--- config.mk ---
export PLATFORM = sky130hd
export DESIGN_NAME = tep_cell
export DESIGN_NICKNAME = d
export VERILOG_FILES = /design/src/design/tep_pkg.sv /design/src/design/tep_cell.sv
export SDC_FILE = /design/constraint.sdc
export NUM_CORES = 1
export LEC_CHECK = 0
export BUFFER_PORTS_ARGS = -buffer_cell sky130_fd_sc_hd__buf_2
export CAP_MARGIN = 20
export CORE_AREA = 8 8 134 136
export DETAILED_ROUTE_END_ITERATION = 10
export DIE_AREA = 0 0 142 144
export GPL_TIMING_DRIVEN = 0
export MAX_ROUTING_LAYER = met4
export PLACE_DENSITY = 0.75
export SYNTH_ARGS = -nofsm -noshare
export SYNTH_HDL_FRONTEND = slang
export SYNTH_SLANG_ARGS = --single-unit
--- constraint.sdc ---
create_clock -name i_clk -period 9.6 [get_ports i_clk]
set_input_delay 0 -clock i_clk [delete_from_list [all_inputs] [get_ports i_clk]]
set_output_delay 0 -clock i_clk [all_outputs]
set_load 0.01 [all_outputs]
--- src/design/tep_pkg.sv ---
`timescale 1ns / 1ps
// Shared types and constants for the timed event queue.
// No dependencies; imported by tep_cell and timed_event_priority_queue.
package tep_pkg;

    localparam int CAPACITY_DEF  = 32;
    localparam int TIME_BITS_DEF = 48;
    localparam int ID_BITS_DEF   = 32;
    localparam int CNT_BITS      = 6;
    localparam int LIMIT_BITS    = 17;
    localparam logic [LIMIT_BITS-1:0] LIMIT_RESET = 17'd100000;

    typedef enum logic [2:0] {
        OP_SCHED_AT    = 3'd0,
        OP_SCHED_AFTER = 3'd1,
        OP_CANCEL      = 3'd2,
        OP_RUN_UNTIL   = 3'd3,
        OP_ADVANCE_BY  = 3'd4,
        OP_CLEAR       = 3'd5
    } t_opcode;

    typedef enum logic [1:0] {
        KIND_ACK  = 2'd0,
        KIND_FIRE = 2'd1,
        KIND_DONE = 2'd2
    } t_kind;

    typedef enum logic [2:0] {
        ST_OK        = 3'd0,
        ST_PAST      = 3'd1,
        ST_OVERFLOW  = 3'd2,
        ST_EXHAUSTED = 3'd3,
        ST_FULL      = 3'd4,
        ST_BACKWARDS = 3'd5,
        ST_NOT_FOUND = 3'd6
    } t_status;

    typedef enum logic [2:0] {
        S_IDLE = 3'b001,
        S_RUN  = 3'b010,
        S_RESP = 3'b100
    } t_state;

    // One command per cycle, broadcast to every cell of the chain.
    typedef struct packed {
        logic insert;
        logic remove;
        logic pop;
        logic clear;
    } t_cell_cmd;

endpackage

--- src/design/tep_cell.sv ---
`timescale 1ns / 1ps
// One slot of the sorted event chain: holds time, id and valid, and trades
// entries with its neighbors on insert, remove and pop. Uses tep_pkg.
module tep_cell #(
    parameter int TIME_BITS = tep_pkg::TIME_BITS_DEF,
    parameter int ID_BITS   = tep_pkg::ID_BITS_DEF
) (
    input  logic                  i_clk,
    input  logic                  i_rst_n,
    input  tep_pkg::t_cell_cmd    i_cmd,
    input  logic [TIME_BITS-1:0]  i_new_time,
    input  logic [ID_BITS-1:0]    i_new_id,
    input  logic [ID_BITS-1:0]    i_target_id,
    input  logic                  i_left_valid,
    input  logic [TIME_BITS-1:0]  i_left_time,
    input  logic [ID_BITS-1:0]    i_left_id,
    input  logic                  i_left_ins,
    input  logic                  i_left_rm,
    input  logic                  i_right_valid,
    input  logic [TIME_BITS-1:0]  i_right_time,
    input  logic [ID_BITS-1:0]    i_right_id,
    output logic                  o_valid,
    output logic [TIME_BITS-1:0]  o_time,
    output logic [ID_BITS-1:0]    o_id,
    output logic                  o_ins,
    output logic                  o_rm
);
    import tep_pkg::*;

    logic                 r_valid, n_valid;
    logic [TIME_BITS-1:0] r_time, n_time;
    logic [ID_BITS-1:0]   r_id, n_id;

    // New ids are always the largest live id, so only time decides order.
    assign o_ins = !r_valid || (i_new_time < r_time);
    // Set at the matching cell and everything behind it.
    assign o_rm  = i_left_rm || (r_valid && (r_id == i_target_id));

    always_comb begin
        n_valid = r_valid;
        n_time  = r_time;
        n_id    = r_id;
        if (i_cmd.clear) begin
            n_valid = 1'b0;
        end else if (i_cmd.pop || (i_cmd.remove && o_rm)) begin
            n_valid = i_right_valid;
            n_time  = i_right_time;
            n_id    = i_right_id;
        end else if (i_cmd.insert && o_ins) begin
            if (i_left_ins) begin
                n_valid = i_left_valid;
                n_time  = i_left_time;
                n_id    = i_left_id;
            end else begin
                n_valid = 1'b1;
                n_time  = i_new_time;
                n_id    = i_new_id;
            end
        end
    end

    always_ff @(posedge i_clk) begin
        if (!i_rst_n) begin
            r_valid <= 1'b0;
        end else begin
            r_valid <= n_valid;
        end
        r_time <= n_time;
        r_id   <= n_id;
    end

    assign o_valid = r_valid;
    assign o_time  = r_time;
    assign o_id    = r_id;

endmodule

# Word level (Yosys, flattened, before mapping)
# Cells that the tools add are included.
# word_totals
memories	0
latch_bits	0
romBits	0
out_inout_bits	83
regBits	81
ram_bits	0
# op_classes
n_mux	9
reduce_logical	10
div_mod_pow	0
order_cmp	1
n_bitwise	2
shifts	0
multipliers	0
n_addsub	0
n_eq_ne	1
# ops
op	n
2-to-1 mux 48 bit	3
2-to-1 mux 32 bit	3
less-than comparator 48 bit	1
== test 32 bit	1
logical AND 1 bit	3
logical OR 1 bit	3
2-to-1 mux 1 bit	3
inverter 1 bit	2
AND reduction 2 bit	1
nonzero test 2 bit	1
OR reduction 2 bit	1
logical NOT 1 bit	1

# Depth between registers and ports, before layout
# depth
depth_word	7
depth_mapped	10
depth_no_buf	9

# Worst setup path before layout
# OpenSTA, ideal clock, no wires.
# synth_timing
path_kind	reg-to-reg
startpoint	register r_time[45], in the netlist o_time[45]
endpoint	register r_id[0], in the netlist o_id[0] (enable)
path_stages_with_launch	10
arrival_ns	5.027
path_slack_ns	4.064
required_ns	9.091
period_less_slack_ns	5.536
cell_sequence	edfxtp_1 -> inv_1 -> ha_1 -> a21o_1 -> a21oi_1 -> nor2b_1 -> or4_1 -> a21oi_1 -> nand2_1 -> a211oi_2
# synth_via
elab_chain_cells	5
# synth_rtl
item	line	rtl
start, declared	tep_cell.sv:31	logic [TIME_BITS-1:0] r_time, n_time;
start signal, assigned	tep_cell.sv:68	r_time <= n_time;
less-than comparator 48 bit	tep_cell.sv:35	assign o_ins = !r_valid || (i_new_time < r_time);
logical OR 1 bit	tep_cell.sv:35	
logical AND 1 bit	tep_cell.sv:49	end else if (i_cmd.insert && o_ins) begin
nonzero test 2 bit (no line)	n/a	
AND reduction 2 bit (no line)	n/a	
end signal, assigned	tep_cell.sv:69	r_id <= n_id;
end, declared	tep_cell.sv:32	logic [ID_BITS-1:0] r_id, n_id;
# Every way passes these cells.
# A chain may end at the register's enable or synchronous reset.

# Final worst setup path
# layout_timing
startpoint	register r_id[30], in the netlist o_id[30]
endpoint	register r_id[19], in the netlist o_id[19] (enable)
# layout_via
elab_chain_cells	7
# layout_rtl
item	line	rtl
== test 32 bit	tep_cell.sv:37	assign o_rm = i_left_rm || (r_valid && (r_id == i_target_id));
logical AND 1 bit	tep_cell.sv:37	
logical OR 1 bit	tep_cell.sv:37	
logical AND 1 bit	tep_cell.sv:45	end else if (i_cmd.pop || (i_cmd.remove && o_rm)) begin
logical OR 1 bit	tep_cell.sv:45	
nonzero test 2 bit (no line)	n/a	
AND reduction 2 bit (no line)	n/a	
# Every way passes these cells.

==> flow_summary.ini <==
[hold_path]
hold_path_class = input pin to flop
holdPathStages = 3
min_from = i_right_id[9]
min_to = o_id[9]

[setup_path]
cpLargestDelayFamily = simple AND/OR/NAND/NOR gates
r2r_setup_slack_ns = 5.93
critPathRequiredTime_ns = 9.63
cpMostUsedCell = buf_6
slowest_stage = a211oi_4
crit_path_cell_trace = xor2_1, nor4_1, nand4_1, nor4_2, a31o_2, buf_6, buf_6, nor2_1, a211oi_4, buf_6, buf_8
cp_max_fo = 19
r2r-start = o_id[30]
worstSetupStartpointType = flop
r2r_end = o_id[19]
critPathKind = flop to flop
max_stage_delay_ns = 0.56
crit_path_end_kind = flop
critPathBufInv = 4
r2r_cells = 11
cp.arrival_ns = 3.71

[global_route]
grt_pass1_wl_um = 35100
grt_max_degree = 20
grt_overflow_total = 0
first_global_vias = 6665
grt_antenna_before_repair = 2
gr-usage-all-layers = 0.229

[timing]
rsz0062_at_grt = no
hold_violations = 0
min_period_ns = 3.67
worstMarginPinSlew_ns = 0.851
fin_ws_ns = 5.93
maxSlewViolCount = 0
setup_violations = 0
fmax_ghz = 0.272
fin_worst_skew_ns = 0.0128
fin_tns_setup_ns = 0
slew-limit-headroom = 0.433
period_share = 0.383

[cts]
cts_inserted_buffers = 9
ctsHoldBuffers = 79
cts.clk_slew.worst_paths_ns = 0.07
postCtsSetupRepairBufs = 0
cts_tree = done
clk_latency_ns = 0.34
cts_root_buffer = clkbuf_16
h-tree-depth = 3
clockBufferDepth = 2
cts_resized = 0
clkSinkCount = 81

[drt]
postRouteAntennaNets = 0
detailroute.via_count = 6202
drt-total-wl_um = 23300
drt_iter0_markers = 277
drc = 0
routed_via_density = 4.95
wl_per_cell_um = 18.6
firstDrtPassIters = 5

[power]
total_power_w = 0.00109
p_per_area_nw_per_um2 = 121
p_leak_nw = 4.54
vdd_drop_max_v = 0.0000680

[synth]
synthFlopType = edfxtp_1
synth_top_area_share = 0.419
synth.area.top_cells = edfxtp_1 42%, mux2i_1 14%, ha_1 10%
synth-edff-count = 80
synthArstFlopShare = 0
syn_nets = 898
ys_warn_count = 0
synth_area_um2 = 5740
synth_area_leader_cell = edfxtp_1
ys_seq_elements = 81
avgSynthCellArea_um2 = 10.1
yosys.cell_types.count = 37
ys_seq_area_frac = 0.422
postSynthCellCount = 569

[layout]
multi_input_area_um2 = 2950
stdcell_count = 1254
mostFrequentLayoutCell = buf_2
layout.nets = 1356
fill_cells = 1397
final_cell_mix = 364 x buf_2, 87 x nand2_1, 83 x o21ai_0
drive_gt1_frac = 0.389
fin_area_um2 = 9010
syn_to_final_growth_pct = 57.2
seq_area_um2 = 2420

[floorplanning]
die_h_um = 144
num_rows = 47
io_pins = 365
floorplan.initialDensity = 0.357
die_x_um = 142
core_um2 = 16100
dieArea_um2 = 20400

[run_status]
status = finished clean

[place]
place_congestion = 0.886
dpl.cell_count = 1157
dp_slack_ns = 5.83
hpwl_um = 18500
dpl-instance-area_um2 = 7930
io_buffers = 363

[flow_run]
drv_cap = 0
logic make-up after synthesis:
family | synth area share
muxes | 0.140
buffers and inverters | 0.0648
and+or+nand+nor | 0.101
AOI/OAI and AO/OA | 0.121
adders and majority gates | 0.103
DFF | 0.422
xor gates and xnor gates | 0.0489
layer usage:
layer	share of wire	global-route usage	up-vias
li1	-	-	2964
met3	0.081	0.0591	60
met2	0.52	0.398	314
met1	0.37	0.243	2864
met5	0	-	-
met4	0.037	0.102	0
through the flow:
stage / utilization / hold WS [ns]
2_1_floorplan: - / 0.102
3_3_place_gp: 0.488 / 0.233
3_5_place_dp: 0.494 / 0.278
4_1_cts: 0.561 / 0.00440
5_1_grt: 0.562 / 0.0219
6_report: 0.562 / 0.0128
power by group:
| part | internal [W] | switching (W) | total, W | leakage (nW) |
|---|---|---|---|---|
| Sequential | 0.000427 | 0.0000163 | 0.000443 | 0.786 |
| Clock | 0.000200 | 0.000141 | 0.000341 | 0.136 |
| Combinational | 0.000154 | 0.000154 | 0.000307 | 3.62 |
| Total | 0.000781 | 0.000312 | 0.00109 | 4.54 |
state kept, by name (all words and copies together), names as in the netlist:
signal,cells
o_valid,1
o_id,32
o_time,48
synthesized netlist by cell type, drive strengths merged (2+ instances only):
cell type / number
nand2: 87
o21ai: 83
edfxtp: 80
mux2i: 80
inv: 49
ha: 47
clkbuf: 21
xor2: 17
a21oi: 15
xnor2: 15
a21o: 12
nand4: 12
nand3: 7
buf: 6
nor4: 6
nor2: 5
a211oi: 4
nor3: 4
a221oi: 2
nand2b: 2
nor2b: 2
o21a: 2
or3: 2
worst min-delay path, cell delays in order:
cell     delay (ns)
buf_2          0.08
nand2_1        0.03
o21ai_0        0.10
cell type report:
| type | count | share of cell area |
|---|---|---|
| multi-input combinational | 412 | 0.327 |
| timing repair buffer | 447 | 0.300 |
| sequential | 81 | 0.269 |
| tap | 220 | 0.0305 |
| clock buffer | 10 | 0.0254 |
| buffer | 27 | 0.0208 |
| inverter | 49 | 0.0204 |
| clock inverter | 6 | 0.00652 |
| antenna | 2 | 0.000555 |
worst max path at each step:
stage	start	end	slack (ns)	cells after the start
floorplan	o_time[45]	o_id[0]	4.06	9
global route	o_id[30]	o_id[19]	5.61	11
global placement	o_id[30]	o_id[30]	1.95	9
detailed placement	o_id[30]	o_id[25]	5.83	11
CTS	o_id[30]	o_id[27]	5.82	11
finish	o_id[30]	o_id[19]	5.93	11
(Power assumes the default switching activity.)
